--- src/rtl/wsfr_pkg.sv ---
// ----------------------------------------------------------------------------
// wsfr_pkg
// Shared constants and types for the websocket frame receiver.
// ----------------------------------------------------------------------------
package wsfr_pkg;

  localparam int BYTE_W   = 8;
  localparam int KIND_W   = 2;
  localparam int OPCODE_W = 4;
  localparam int LEN_W    = 16;

  // result kinds
  localparam logic [KIND_W-1:0] KIND_DATA  = 2'd0;
  localparam logic [KIND_W-1:0] KIND_EMPTY = 2'd1;
  localparam logic [KIND_W-1:0] KIND_CLOSE = 2'd2;
  localparam logic [KIND_W-1:0] KIND_ERROR = 2'd3;

  localparam logic [OPCODE_W-1:0] OP_CLOSE = 4'h8;

  // 7-bit length codes that announce an extended length
  localparam logic [6:0] LEN_CODE_EXT16 = 7'd126;
  localparam logic [6:0] LEN_CODE_EXT64 = 7'd127;

  localparam logic [LEN_W-1:0] MAX_PAYLOAD_RST = 16'd4096;

  typedef struct packed {
    logic [KIND_W-1:0]   kind;
    logic [BYTE_W-1:0]   data;
    logic [OPCODE_W-1:0] frame_opcode;
    logic                final_flag;
    logic                last;
  } result_t;

endpackage

--- src/rtl/wsfr_parser.sv ---
// ----------------------------------------------------------------------------
// wsfr_parser
// Header state machine and payload unmasking, one byte per cycle while in_fire is high.
// ----------------------------------------------------------------------------
module wsfr_parser (
  input  logic                        clk,
  input  logic                        rst_n,
  input  logic                        in_fire,
  input  logic [wsfr_pkg::BYTE_W-1:0] rx_byte,
  input  logic [wsfr_pkg::LEN_W-1:0]  max_payload,
  output logic                        res_valid,
  output wsfr_pkg::result_t           res
);

  typedef enum logic [2:0] {
    PH_HDR0,
    PH_HDR1,
    PH_EXT,
    PH_MASK,
    PH_PAY,
    PH_STOP
  } phase_t;

  phase_t                        phase_r, phase_nxt;
  logic [wsfr_pkg::OPCODE_W-1:0] op_r, op_nxt;
  logic                          fin_r, fin_nxt;
  logic                          mask_on_r, mask_on_nxt;
  logic [2:0]                    ext_r, ext_nxt;
  logic [wsfr_pkg::LEN_W-1:0]    len_r, len_nxt;
  // set when any length bit above the low 16 is nonzero
  logic                          len_hi_r, len_hi_nxt;
  logic [31:0]                   key_r, key_nxt;
  logic [wsfr_pkg::LEN_W-1:0]    idx_r, idx_nxt;

  logic                          len_done;
  logic                          hdr_done;
  logic [wsfr_pkg::BYTE_W-1:0]   key_byte;
  logic [wsfr_pkg::LEN_W:0]      idx_plus1;
  logic                          pay_last;

  always_comb begin
    case (idx_r[1:0])
      2'd0:    key_byte = key_r[31:24];
      2'd1:    key_byte = key_r[23:16];
      2'd2:    key_byte = key_r[15:8];
      default: key_byte = key_r[7:0];
    endcase
  end

  assign idx_plus1 = {1'b0, idx_r} + {{wsfr_pkg::LEN_W{1'b0}}, 1'b1};
  assign pay_last  = (idx_plus1 >= {1'b0, len_r});

  always_comb begin
    phase_nxt   = phase_r;
    op_nxt      = op_r;
    fin_nxt     = fin_r;
    mask_on_nxt = mask_on_r;
    ext_nxt     = ext_r;
    len_nxt     = len_r;
    len_hi_nxt  = len_hi_r;
    key_nxt     = key_r;
    idx_nxt     = idx_r;
    len_done    = 1'b0;
    hdr_done    = 1'b0;
    res_valid   = 1'b0;
    res.kind         = wsfr_pkg::KIND_DATA;
    res.data         = '0;
    res.frame_opcode = op_r;
    res.final_flag   = fin_r;
    res.last         = 1'b0;

    case (phase_r)
      PH_HDR0: begin
        fin_nxt     = rx_byte[7];
        op_nxt      = rx_byte[3:0];
        mask_on_nxt = 1'b0;
        key_nxt     = '0;
        len_nxt     = '0;
        len_hi_nxt  = 1'b0;
        ext_nxt     = '0;
        idx_nxt     = '0;
        phase_nxt   = PH_HDR1;
      end
      PH_HDR1: begin
        if (op_r == wsfr_pkg::OP_CLOSE) begin
          phase_nxt = PH_STOP;
          res_valid = 1'b1;
          res.kind  = wsfr_pkg::KIND_CLOSE;
          res.last  = 1'b1;
        end else begin
          mask_on_nxt = rx_byte[7];
          if (rx_byte[6:0] == wsfr_pkg::LEN_CODE_EXT16) begin
            ext_nxt   = 3'd1;
            phase_nxt = PH_EXT;
          end else if (rx_byte[6:0] == wsfr_pkg::LEN_CODE_EXT64) begin
            ext_nxt   = 3'd7;
            phase_nxt = PH_EXT;
          end else begin
            len_nxt  = {{(wsfr_pkg::LEN_W-7){1'b0}}, rx_byte[6:0]};
            len_done = 1'b1;
          end
        end
      end
      PH_EXT: begin
        // big-endian shift; bytes leaving the low 16 bits feed the sticky flag
        len_nxt    = {len_r[7:0], rx_byte};
        len_hi_nxt = len_hi_r | (len_r[15:8] != 8'd0);
        if (ext_r == 3'd0) begin
          len_done = 1'b1;
        end else begin
          ext_nxt = ext_r - 3'd1;
        end
      end
      PH_MASK: begin
        key_nxt = {key_r[23:0], rx_byte};
        idx_nxt = idx_r + {{(wsfr_pkg::LEN_W-1){1'b0}}, 1'b1};
        if (idx_r[1:0] == 2'd3) begin
          hdr_done = 1'b1;
        end
      end
      PH_PAY: begin
        idx_nxt   = idx_r + {{(wsfr_pkg::LEN_W-1){1'b0}}, 1'b1};
        res_valid = 1'b1;
        res.kind  = wsfr_pkg::KIND_DATA;
        res.data  = rx_byte ^ key_byte;
        res.last  = pay_last;
        if (pay_last) begin
          phase_nxt = PH_HDR0;
        end
      end
      PH_STOP: begin
        phase_nxt = PH_STOP;
      end
      default: begin
        phase_nxt = PH_HDR0;
      end
    endcase

    if (len_done) begin
      if (mask_on_nxt) begin
        idx_nxt   = '0;
        phase_nxt = PH_MASK;
      end else begin
        hdr_done = 1'b1;
      end
    end

    if (hdr_done) begin
      if (len_hi_nxt || (len_nxt > max_payload)) begin
        phase_nxt = PH_STOP;
        res_valid = 1'b1;
        res.kind  = wsfr_pkg::KIND_ERROR;
        res.last  = 1'b1;
      end else if (len_nxt == '0) begin
        phase_nxt = PH_HDR0;
        res_valid = 1'b1;
        res.kind  = wsfr_pkg::KIND_EMPTY;
        res.last  = 1'b1;
      end else begin
        idx_nxt   = '0;
        phase_nxt = PH_PAY;
      end
    end
  end

  always_ff @(posedge clk) begin
    if (!rst_n) begin
      phase_r   <= PH_HDR0;
      op_r      <= '0;
      fin_r     <= 1'b0;
      mask_on_r <= 1'b0;
      ext_r     <= '0;
      len_r     <= '0;
      len_hi_r  <= 1'b0;
      key_r     <= '0;
      idx_r     <= '0;
    end else if (in_fire) begin
      phase_r   <= phase_nxt;
      op_r      <= op_nxt;
      fin_r     <= fin_nxt;
      mask_on_r <= mask_on_nxt;
      ext_r     <= ext_nxt;
      len_r     <= len_nxt;
      len_hi_r  <= len_hi_nxt;
      key_r     <= key_nxt;
      idx_r     <= idx_nxt;
    end
  end

endmodule

--- src/rtl/wsfr_out_reg.sv ---
// ----------------------------------------------------------------------------
// wsfr_out_reg
// Result register with valid/stall handshake toward the consumer.
// ----------------------------------------------------------------------------
module wsfr_out_reg (
  input  logic              clk,
  input  logic              rst_n,
  input  logic              load,
  input  wsfr_pkg::result_t res,
  input  logic              out_stall,
  output logic              out_valid,
  output logic              busy,
  output wsfr_pkg::result_t out_res
);

  logic              valid_r;
  wsfr_pkg::result_t res_r;

  // a held result blocks new input only while the consumer stalls
  assign busy      = valid_r & out_stall;
  assign out_valid = valid_r;
  assign out_res   = res_r;

  always_ff @(posedge clk) begin
    if (!rst_n) begin
      valid_r <= 1'b0;
    end else if (load) begin
      valid_r <= 1'b1;
    end else if (!out_stall) begin
      valid_r <= 1'b0;
    end
  end

  always_ff @(posedge clk) begin
    if (load) begin
      res_r <= res;
    end
  end

endmodule

--- src/rtl/websocket_frame_receiver.sv ---
// A result appears on out_valid in the cycle after the byte's transfer.
// One byte per cycle while in_stall is low; header bytes update state, payload bytes
// take one XOR with the selected mask key byte.
// in_stall is high only while a result is held and out_stall is high.
// Reset (synchronous, rst_n low): parser expects a first header byte,
// max_payload returns to 4096, the output register is emptied.
// ----------------------------------------------------------------------------
// websocket_frame_receiver
// Byte-serial websocket frame deframer with payload unmasking.
// ----------------------------------------------------------------------------
module websocket_frame_receiver (
  input  logic                          clk,
  input  logic                          rst_n,
  input  logic                          in_valid,
  output logic                          in_stall,
  input  logic [wsfr_pkg::BYTE_W-1:0]   in_rx_byte,
  output logic                          out_valid,
  input  logic                          out_stall,
  output logic [wsfr_pkg::KIND_W-1:0]   out_kind,
  output logic [wsfr_pkg::BYTE_W-1:0]   out_data,
  output logic [wsfr_pkg::OPCODE_W-1:0] out_frame_opcode,
  output logic                          out_final_flag,
  output logic                          out_last,
  input  logic                          cfg_valid,
  output logic                          cfg_ready,
  input  logic [wsfr_pkg::LEN_W-1:0]    cfg_max_payload
);

  logic [wsfr_pkg::LEN_W-1:0] max_payload_r;
  logic                       in_fire;
  logic                       res_valid;
  logic                       busy;
  wsfr_pkg::result_t          res;
  wsfr_pkg::result_t          out_res;

  assign cfg_ready = 1'b1;
  assign in_stall  = busy;
  assign in_fire   = in_valid & ~busy;

  always_ff @(posedge clk) begin
    if (!rst_n) begin
      max_payload_r <= wsfr_pkg::MAX_PAYLOAD_RST;
    end else if (cfg_valid && cfg_ready) begin
      max_payload_r <= cfg_max_payload;
    end
  end

  wsfr_parser u_parser (
    .clk         (clk),
    .rst_n       (rst_n),
    .in_fire     (in_fire),
    .rx_byte     (in_rx_byte),
    .max_payload (max_payload_r),
    .res_valid   (res_valid),
    .res         (res)
  );

  wsfr_out_reg u_out_reg (
    .clk       (clk),
    .rst_n     (rst_n),
    .load      (in_fire & res_valid),
    .res       (res),
    .out_stall (out_stall),
    .out_valid (out_valid),
    .busy      (busy),
    .out_res   (out_res)
  );

  assign out_kind         = out_res.kind;
  assign out_data         = out_res.data;
  assign out_frame_opcode = out_res.frame_opcode;
  assign out_final_flag   = out_res.final_flag;
  assign out_last         = out_res.last;

  a_stall_needs_result: assert property (@(posedge clk) disable iff (!rst_n)
    in_stall |-> out_valid)
    else $error("input stalled with no result held");

  a_nondata_zero: assert property (@(posedge clk) disable iff (!rst_n)
    (out_valid && out_kind != wsfr_pkg::KIND_DATA) |-> (out_data == '0))
    else $error("non-data result carries data");

  a_nondata_last: assert property (@(posedge clk) disable iff (!rst_n)
    (out_valid && out_kind != wsfr_pkg::KIND_DATA) |-> out_last)
    else $error("non-data result without last");

  a_stop_quiet: assert property (@(posedge clk) disable iff (!rst_n)
    (out_valid && !out_stall &&
     (out_kind == wsfr_pkg::KIND_CLOSE || out_kind == wsfr_pkg::KIND_ERROR))
    |=> !out_valid)
    else $error("result after close or length error");

endmodule

--- config.mk ---
export PLATFORM = sky130hd
export DESIGN_NAME = websocket_frame_receiver
export DESIGN_NICKNAME = d
export VERILOG_FILES = /design/src/rtl/wsfr_pkg.sv /design/src/rtl/wsfr_parser.sv /design/src/rtl/wsfr_out_reg.sv /design/src/rtl/websocket_frame_receiver.sv
export SDC_FILE = /design/constraint.sdc
export NUM_CORES = 1
export LEC_CHECK = 0
export ABC_CLOCK_PERIOD_IN_PS = 5500
export BUFFER_PORTS_ARGS = -buffer_cell sky130_fd_sc_hd__buf_2
export CAP_MARGIN = 5
export CORE_MARGIN = 2
export CORE_UTILIZATION = 30
export DETAILED_ROUTE_END_ITERATION = 7
export MAX_ROUTING_LAYER = met4
export PLACE_DENSITY_LB_ADDON = 0.05
export RECOVER_POWER = 50
export SETUP_SLACK_MARGIN = 0.05
export SKIP_CTS_REPAIR_TIMING = 1
export SYNTH_ARGS = -nofsm -noshare
export SYNTH_HDL_FRONTEND = slang
export SYNTH_SLANG_ARGS = --single-unit
--- constraint.sdc ---
create_clock -name clk -period 5.5 [get_ports clk]
set_input_delay 0.825 -clock clk [delete_from_list [all_inputs] [get_ports clk]]
set_output_delay 0.825 -clock clk [all_outputs]
set_load 0.05 [all_outputs]
==> results of run 1 <==
==> report_power, final <==
part,leakage (nW),internal [mW],switching (mW),total (mW)
registers,0.914,0.857,0.0316,0.888
logic,1.53,0.160,0.321,0.481
clock network,0.139,0.317,0.323,0.641
==> state kept, by name (all words and copies together) (netlist names) <==
signal               flops
u_parser.idx_r          16
u_parser.fin_r           1
u_parser.key_r          32
u_parser.mask_on_r       1
u_parser.phase_r         3
u_parser.op_r            4
u_parser.len_r          16
max_payload_r           16
u_parser.len_hi_r        1
u_out_reg.out_res       16
u_parser.ext_r           3
u_out_reg.out_valid      1
==> metrics by stage <==
stage	setup WS, ns	instance area [µm²]	utilization [%]
6_report	0.8630	6898	34.09
3_3_place_gp	0.8775	6644	32.83
4_1_cts	0.9490	6925	34.23
2_1_floorplan	1.187	6203	-
3_5_place_dp	0.7596	6644	32.83
5_1_grt	0.5649	6898	34.09
==> final timing paths <==
| kind | from | to | slack (ns) | cells after the start |
|---|---|---|---|---|
| worst max-delay path | u_parser.phase_r[1]$_SDFFE_PN0P_ | u_parser.idx_r[8]$_SDFFE_PN0P_ | 0.86 | 13 |
| worst min-delay path | u_parser.fin_r$_SDFFE_PN0P_ | u_out_reg.out_res[1]$_DFFE_PP_ | 0.44 | 0 |
| worst max register to register | u_parser.phase_r[1]$_SDFFE_PN0P_ | u_parser.idx_r[8]$_SDFFE_PN0P_ | 0.86 | 13 |
| worst min register to register | u_parser.fin_r$_SDFFE_PN0P_ | u_out_reg.out_res[1]$_DFFE_PP_ | 0.44 | 0 |
==> kinds of logic after synthesis <==
| family | after synthesis | synth area share [%] |
|---|---|---|
| and+or+nand+nor | 228 | 19.32 |
| AOI/OAI and AO/OA | 186 | 22.79 |
| DFF | 110 | 38.08 |
| buffers and inverters | 90 | 6.031 |
| adders and majority gates | 38 | 7.664 |
| xor gates and xnor gates | 20 | 2.824 |
| muxes | 20 | 3.227 |
| other | 1 | 0.06045 |
==> Yosys cell counts, drive strengths merged, types with 4 or more instances <==
master | n | area share, %
a22o | 19 | 2.7
nor3 | 10 | 0.81
clkbuf | 31 | 1.9
nand4 | 8 | 0.81
a21oi | 36 | 3.1
a222oi | 8 | 1.3
buf | 17 | 1.6
mux2i | 20 | 3.2
inv | 42 | 2.5
xor2 | 4 | 0.56
edfxtp | 16 | 7.7
a22oi | 35 | 4.2
nand2 | 49 | 3.0
nand3 | 22 | 1.9
o211a | 5 | 0.81
nor4 | 6 | 0.85
xnor2 | 16 | 2.3
a21boi | 7 | 0.91
o211ai | 5 | 0.83
o21bai | 4 | 0.54
o21ai | 26 | 2.3
a31oi | 5 | 0.50
nor2 | 48 | 2.9
ha | 38 | 7.7
nor3b | 6 | 0.73
a21o | 9 | 1.1
dfxtp | 94 | 30
nor2b | 63 | 6.4
==> worst reg2reg max path: stages (launching register included) <==
cell	delay [ns]
dfxtp_1	0.93
inv_2	0.28
nand2_1	0.27
o21ai_1	0.28
a22o_1	0.30
ha_1	0.31
nand3_1	0.14
nor4_1	0.40
a21boi_0	0.24
o31a_1	0.27
or3_1	0.21
o21bai_2	0.11
nor2_1	0.59
a22o_1	0.25
==> final cells by class <==
class / count / area, µm²
clock buffers: 10 / 229.0
clock inverters: 6 / 52.55
fillers: 2133 / 13340
inverters: 42 / 157.7
multi-input cells: 493 / 3481
flip-flops and latches: 110 / 2362
well taps: 270 / 337.8
repair buffers: 56 / 277.8
==> per-layer routing <==
metal  vias to the layer above  wire length [µm]  GRT usage (%)
li1                       2536                 -              -
met1                      2500              9133          24.29
met2                       112              7912          26.00
met3                        22               593          2.654
met4                         0               323          4.808
met5                         -                 0              -
==> cells in the final DEF, fill, tap and decap left out, types with 9 or more instances in the layout <==
master,Yosys,layout
xnor2_1,16,16
clkbuf_16,0,9
ha_1,38,38
buf_2,8,27
nor3_1,10,10
a22oi_1,35,35
nor2b_1,63,63
clkbuf_1,31,21
nor2_1,48,47
a21oi_1,34,34
dfxtp_1,94,94
inv_1,41,41
o21ai_0,23,23
nand3_1,21,21
a22o_1,19,19
mux2i_1,20,20
edfxtp_1,16,16
nand2_1,49,49
a21o_1,9,9
buf_4,5,9
==> flow_summary_export.csv, run 1 <==
group,metric,value,unit
routing,drt_iter0_markers,458,
logic_synthesis,yosys_warnings,0,
final_layout,diodes,0,
global_routing,grtUsageTotal,17.34,%
clocking,clock-sinks,110,
global_routing,grt_pass1_vias,5104,
routing,drc,0,
logic_synthesis,ys_async_sr_fraction,0,%
floorplan,initial_core_util,30.66,%
routing,via_per_inst,5.238,
critical_path,critPathSlowestCell,"dfxtp_1",
logic_synthesis,avgSynthCellArea,8.952,µm²
placed_design,dp_cells,971,
final_layout,finalNonFillerCells,987,
timing,fmax,215.7,MHz
routing,wirelength,17960,µm
floorplan,fp.coreArea,20230,µm²
routing,vias,5170,
timing,skew,0.009331,ns
final_layout,nNetsFinal,779,
floorplan,io_pins,48,
global_routing,antenna_found_initial,0,
timing,final_hold_viol_count,0,
logic_synthesis,synth_edf_count,16,
clocking,clk_pin_slew,0.07,ns
timing,final_max_slew_viol_count,82,
critical_path,crit_path_start_kind,"flop",
clocking,cts-htree-levels,3,
timing,timing.final.crit_share,84.31,%
logic_synthesis,synth_seq_cells,110,
worst_hold_path,holdCritPathClass,"reg2reg",
routing,dr.pass1.iters,6,
floorplan,die_w,147.8,µm
timing,worst_pin_slew,3.032,ns
critical_path,slowest_delay,0.93,ns
placed_design,place_hpwl,13080,µm
critical_path,crit_fanout,25,
run_status,violations,"capacitance limit, slew limit",
run_status,status,"complete, but fails checks",
placed_design,io_buffers,46,
global_routing,grt_max_degree,82,
critical_path,crit_top_cell,"a22o_1",
timing,grt_setup_unrepaired,"false",
critical_path,crit_path_end_kind,"flop",
timing,final-setup-viol-count,0,
global_routing,grt_pass1_wl,28880,µm
final_layout,syn2layout_area_growth,11.19,%
power,power,2.011,mW
timing,slew_headroom,-102.1,%
routing,antenna_left,0,
logic_synthesis,yosysUniqueCellTypes,73,
flow_run,cap_violations,1,
floorplan,rows,52,
clocking,cts_tree,"done",
routing,drt-wirelength-per-cell,18.20,µm
logic_synthesis,ys.flop_type,"dfxtp_1",
critical_path,required,5.80,ns
timing,fin_crit,4.637,ns
logic_synthesis,netlist_instances,693,
timing,finalSetupTns,0,ns
clocking,clock_path_buffers,2,
critical_path,crit_chain,"inv_2, nand2_1, o21ai_1, a22o_1, ha_1, nand3_1, nor4_1, a21boi_0, o31a_1, or3_1, o21bai_2, nor2_1, a22o_1",
final_layout,drive_gt1_share,10.46,%
logic_synthesis,ys_seq_area_share,38.08,%
power,irDropWorstVdd,0.0001406,V
timing,holdWs,0.4438,ns
clocking,cts-root-buf,"clkbuf_16",
power,p_leak,2.586,nW
clocking,insertion_delay,0.36,ns
logic_synthesis,syn_area,6203,µm²
floorplan,chipHeight,147.8,µm
clocking,cts_buffers,9,
power,p_per_area,291.5,nW/µm²
floorplan,fp.dieArea,21840,µm²
critical_path,worstPathArrival,4.94,ns
placed_design,gp_congestion,0.8238,
critical_path,crit_type,"reg2reg",
global_routing,grt_overflow,0,
critical_path,path_delay_family,"simple AND/OR/NAND/NOR gates",
logic_synthesis,synth_nets,760,
critical_path,path_buf_inv,1,
(Power assumes the default switching activity.)
==> run 2, diff against run 1 <==
Settings changed: ABC_CLOCK_PERIOD_IN_PS 5500 to 4300.
Clock period 5.5 ns to 4.3 ns, I/O delays scaled along.
==> flow_summary_export.csv, run 2 (synthesis gave the netlist of run 1 again) <==
group,metric,value,unit
global_routing,grtUsageTotal,17.56,%
clocking,cts-htree-levels,3,
global_routing,grt_overflow,0,
power,pwr-share-clk,34.0,%
clocking,cts-root-buf,"clkbuf_16",
timing,grt_setup_unrepaired,"false",
floorplan,initial_core_util,30.66,%
critical_path,required,4.39,ns
critical_path,r2r_cells,15,
floorplan,fp.coreArea,20230,µm²
final_layout,nNetsFinal,799,
timing,holdWs,0.4458,ns
final_layout,final_cell_mix,"94 x dfxtp_1, 63 x nor2b_1, 49 x nand2_1, 47 x nor2_1, 41 x inv_1",
global_routing,grt_pass1_wl,29070,µm
routing,vias,5218,
run_status,status,"complete, but fails checks",
timing,fin_crit,3.950,ns
power,p_leak,2.699,nW
timing,skew,0.01298,ns
routing,dr.pass1.iters,5,
power,irDropWorstVdd,0.0002351,V
timing,worst_pin_slew,1.631,ns
floorplan,io_pins,48,
critical_path,worstPathArrival,4.04,ns
floorplan,chipHeight,147.8,µm
critical_path,crit_path_end_kind,"flop",
flow_run,cap_violations,2,
clocking,clock-sinks,110,
clocking,clk_pin_slew,0.09,ns
critical_path,crit_fanout,16,
timing,final_hold_viol_count,0,
routing,via_per_inst,5.182,
critical_path,reg2reg_from,"u_parser.op_r[0]$_SDFFE_PN0P_",
final_layout,diodes,0,
clocking,cts_tree,"done",
critical_path,crit_path_start_kind,"flop",
final_layout,largest_register,"u_parser.key_r",
routing,antenna_left,0,
final_layout,syn2layout_area_growth,14.36,%
placed_design,place_hpwl,13190,µm
routing,drc,0,
clocking,cts_buffers,9,
run_status,violations,"capacitance limit, slew limit",
worst_hold_path,hp-start,"u_parser.fin_r$_SDFFE_PN0P_",
timing,timing.final.crit_share,91.86,%
global_routing,grt_pass1_vias,5041,
placed_design,gp_congestion,0.7930,
global_routing,grt_max_degree,49,
worst_hold_path,hold_depth,0,
floorplan,die_w,147.8,µm
global_routing,antenna_found_initial,0,
floorplan,rows,52,
timing,slew_headroom,-8.728,%
routing,drt_iter0_markers,354,
power,pwr-share-seq,42.3,%
final_layout,finalNonFillerCells,1007,
timing,final_max_slew_viol_count,85,
placed_design,io_buffers,46,
clocking,insertion_delay,0.38,ns
power,netSwitchingPower,0.9328,mW
power,p_per_area,379.0,nW/µm²
timing,final-setup-viol-count,0,
final_layout,drive_gt1_share,12.89,%
final_layout,largest_reg_flops,32,
clocking,clock_path_buffers,2,
timing,fmax,253.2,MHz
power,sw_frac_of_total,34.69,%
routing,wirelength,17930,µm
routing,drt-wirelength-per-cell,17.80,µm
final_layout,fill_cells,2111,
power,internal_power,1.756,mW
worst_hold_path,holdCritPathClass,"reg2reg",
critical_path,crit_type,"reg2reg",
critical_path,crit_path_start,"u_parser.op_r[0]$_SDFFE_PN0P_",
power,comb_power_share,23.6,%
floorplan,fp.dieArea,21840,µm²
placed_design,dp_cells,991,
final_layout,final_common_cell,"dfxtp_1",
run 2: changes by cell type in the layout (fill, tap and decap cells not counted), sizes merged:
cell    delta
buf       +18
clkbuf     +1
inv        +1
run 2: worst paths after layout:
check | slack, ns | endpoint
setup / recovery | 0.35 | u_out_reg.out_res[11]$_SDFFCE_PN0P_
hold / removal | 0.45 | u_out_reg.out_res[1]$_DFFE_PP_
setup reg to reg | 0.35 | u_out_reg.out_res[11]$_SDFFCE_PN0P_
hold reg to reg | 0.45 | u_out_reg.out_res[1]$_DFFE_PP_
run 2: critical path: stages (launching register included):
cell      delay, ns
dfxtp_1        0.36
nor4b_2        0.42
buf_4          0.26
a21oi_1        0.06
o221ai_1       0.29
nand3_1        0.22
ha_1           0.35
nand4_1        0.10
nor4_1         0.27
a21boi_0       0.24
o31a_1         0.29
nor2_1         0.15
a21oi_4        0.21
nor2_1         0.07
nor2_1         0.18
buf_12         0.19
run 2: metal layers:
metal  up-vias  GRT usage (%)  share of wire (%)  routed length (µm)
met5         -              -                  0                   0
met4         0          3.894                1.2                 213
met3        17          3.272                4.8                 856
met2       150          25.86                 44                7895
met1      2470          25.01                 50                8959
li1       2581              -                  -                   -
run 2: cell type report:
type	count	area, µm²	area share [%]
sequential	110	2362	33.30
clock buffer	9	225.2	3.175
multi-input combinational	493	3477	49.01
clock inverter	7	101.3	1.429
inverter	42	157.7	2.222
tap	270	337.8	4.762
timing repair buffer	76	432.9	6.102
run 2: metrics by stage:
step,worst slack [ns],util (%),TNS [ns],power [mW],area [µm²]
after floorplan,0.1673,-,0,1.596,6203
after detailed placement,-0.02377,33.64,-0.2332,1.803,6807
after CTS,0.1885,35.25,0,2.730,7133
after global routing,0.08621,35.06,0,2.831,7094
after global placement,0.07292,33.64,0,1.802,6807
final,0.3499,35.06,0,2.689,7094
run 2: power groups by stage:
| stage | logic (mW) | clock network, mW | registers, mW |
|---|---|---|---|
| after floorplan | 0.400 | 0 | 1.20 |
| after global placement | 0.641 | 0 | 1.16 |
| after detailed placement | 0.642 | 0 | 1.16 |
| after CTS | 0.644 | 0.947 | 1.14 |
| after global routing | 0.695 | 0.991 | 1.15 |
| final | 0.635 | 0.915 | 1.14 |
==> run 3, diff against run 2 <==
Settings changed: ABC_CLOCK_PERIOD_IN_PS 4300 to 4800.
Clock period 4.3 ns to 4.8 ns, I/O delays scaled along.
==> flow_summary_export.csv, run 3 (synthesis gave the netlist of run 1 again) <==
group,metric,value,unit
critical_path,crit_path_start_kind,"input port",
global_routing,grt_overflow,0,
placed_design,dpl_worst_slack,0.2313,ns
final_layout,largest_register,"u_parser.key_r",
timing,timing.final.crit_share,87.51,%
final_layout,largest_reg_flops,32,
timing,fmax,238.1,MHz
routing,drt_iter0_markers,372,
critical_path,crit_path_end_kind,"flop",
clocking,clock-sinks,110,
placed_design,dp_cells,979,
critical_path,critPathSlowestCell,"o21ai_1",
timing,final-setup-viol-count,0,
routing,vias,5182,
timing,slew_headroom,-109.4,%
worst_hold_path,holdCritPathClass,"reg2reg",
run_status,status,"complete, but fails checks",
routing,drt-wirelength-per-cell,18.35,µm
floorplan,initial_core_util,30.66,%
routing,dr.pass1.iters,7,
power,p_per_area,340.3,nW/µm²
timing,setup_slack,0.5993,ns
floorplan,fp.coreArea,20230,µm²
clocking,cts-htree-levels,3,
final_layout,diodes,0,
critical_path,required,5.06,ns
routing,antenna_left,0,
floorplan,rows,52,
final_layout,utilization,34.63,%
critical_path,crit_fanout,14,
timing,finalSetupTns,0,ns
placed_design,place_hpwl,13180,µm
routing,drc,0,
final_layout,nNetsFinal,787,
global_routing,grt_pass1_vias,5150,
global_routing,grtUsageTotal,17.48,%
final_layout,final_common_cell,"dfxtp_1",
critical_path,crit_type,"in2reg",
critical_path,path_delay_family,"compound AO/OA/AOI/OAI gates",
routing,via_per_inst,5.208,
final_layout,finalNonFillerCells,995,
timing,holdWs,0.4463,ns
run_status,violations,"capacitance limit, slew limit",
final_layout,syn2layout_area_growth,12.97,%
power,irDropWorstVdd,0.0001443,V
final_layout,drive_gt1_share,11.72,%
floorplan,io_pins,48,
critical_path,worstPathArrival,4.46,ns
timing,worst_pin_slew,3.141,ns
timing,final_hold_viol_count,0,
floorplan,die_w,147.8,µm
placed_design,gp_congestion,0.8232,
clocking,clk_pin_slew,0.09,ns
timing,skew,0.01538,ns
final_layout,fill_cells,2112,
timing,final_max_slew_viol_count,82,
critical_path,slowest_delay,0.58,ns
placed_design,io_buffers,46,
flow_run,cap_violations,1,
floorplan,fp.dieArea,21840,µm²
global_routing,antenna_found_initial,0,
timing,fin_crit,4.201,ns
global_routing,grt_pass1_wl,28900,µm
clocking,clock_path_buffers,2,
timing,grt_setup_unrepaired,"false",
critical_path,path_buf_inv,2,
routing,wirelength,18260,µm
clocking,cts-root-buf,"clkbuf_16",
clocking,cts_buffers,9,
power,p_leak,2.646,nW
global_routing,grt_max_degree,82,
floorplan,chipHeight,147.8,µm
critical_path,crit_chain,"buf_2, and4_4, a31oi_1, o21ai_1, a22o_1, ha_1, a21o_1, a21o_1, a221o_1, o31a_1, or3_1, o21bai_2, buf_4, o21ai_4, a22o_1",
clocking,cts_tree,"done",
clocking,insertion_delay,0.37,ns
final_layout,final_cell_mix,"94 x dfxtp_1, 63 x nor2b_1, 49 x nand2_1, 47 x nor2_1, 41 x inv_1",
-- run 3: worst paths after layout --
| path | startpoint | end | cells past startpoint | slack, ns |
|---|---|---|---|---|
| max | in_rx_byte[1] | u_parser.idx_r[15]$_SDFFE_PN0P_ | 15 | 0.60 |
| min | u_parser.fin_r$_SDFFE_PN0P_ | u_out_reg.out_res[1]$_DFFE_PP_ | 0 | 0.45 |
| max reg2reg | u_parser.phase_r[2]$_SDFFE_PN0P_ | u_parser.idx_r[15]$_SDFFE_PN0P_ | 14 | 0.63 |
| min reg2reg | u_parser.fin_r$_SDFFE_PN0P_ | u_out_reg.out_res[1]$_DFFE_PP_ | 0 | 0.45 |
-- run 3: report_power, final --
| group | leakage (nW) | switching [mW] | internal (mW) |
|---|---|---|---|
| logic | 1.58 | 0.368 | 0.197 |
| clock network | 0.154 | 0.418 | 0.381 |
| registers | 0.914 | 0.0383 | 0.982 |
| total | 2.65 | 0.825 | 1.56 |
-- run 3: metrics by stage --
stage | cell area [µm²] | power, mW
final | 7008 | 2.385
after global routing | 7008 | 2.505
after CTS | 7036 | 2.418
after detailed placement | 6716 | 1.608
after global placement | 6716 | 1.605
after floorplan | 6203 | 1.430
-- run 3: area by class of cell --
type	count	area, µm²	area share [%]
Timing Repair Buffer	64	350.3	4.999
Sequential cell	110	2362	33.71
Inverter	42	157.7	2.250
Tap cell	270	337.8	4.821
Clock inverter	7	93.84	1.339
Clock buffer	9	225.2	3.214
Multi-Input combinational cell	493	3481	49.67
-- run 3: routing by layer --
layer / vias up / part of all wire [%] / track usage (%)
li1: 2557 / - / -
met1: 2523 / 52 / 24.24
met2: 86 / 44 / 26.21
met3: 16 / 2.9 / 3.488
met4: 0 / 1.6 / 4.231
met5: - / 0 / -
-- run 3: worst register-to-register path, stage by stage (launching register included) --
cell,delay (ns)
dfxtp_1,0.49
nor2b_1,0.23
nand2_1,0.18
o21ai_1,0.60
a22o_1,0.27
ha_1,0.25
a21o_1,0.18
a21o_1,0.17
a221o_1,0.26
o31a_1,0.33
or3_1,0.44
o21bai_2,0.16
buf_4,0.15
o21ai_4,0.13
a22o_1,0.23
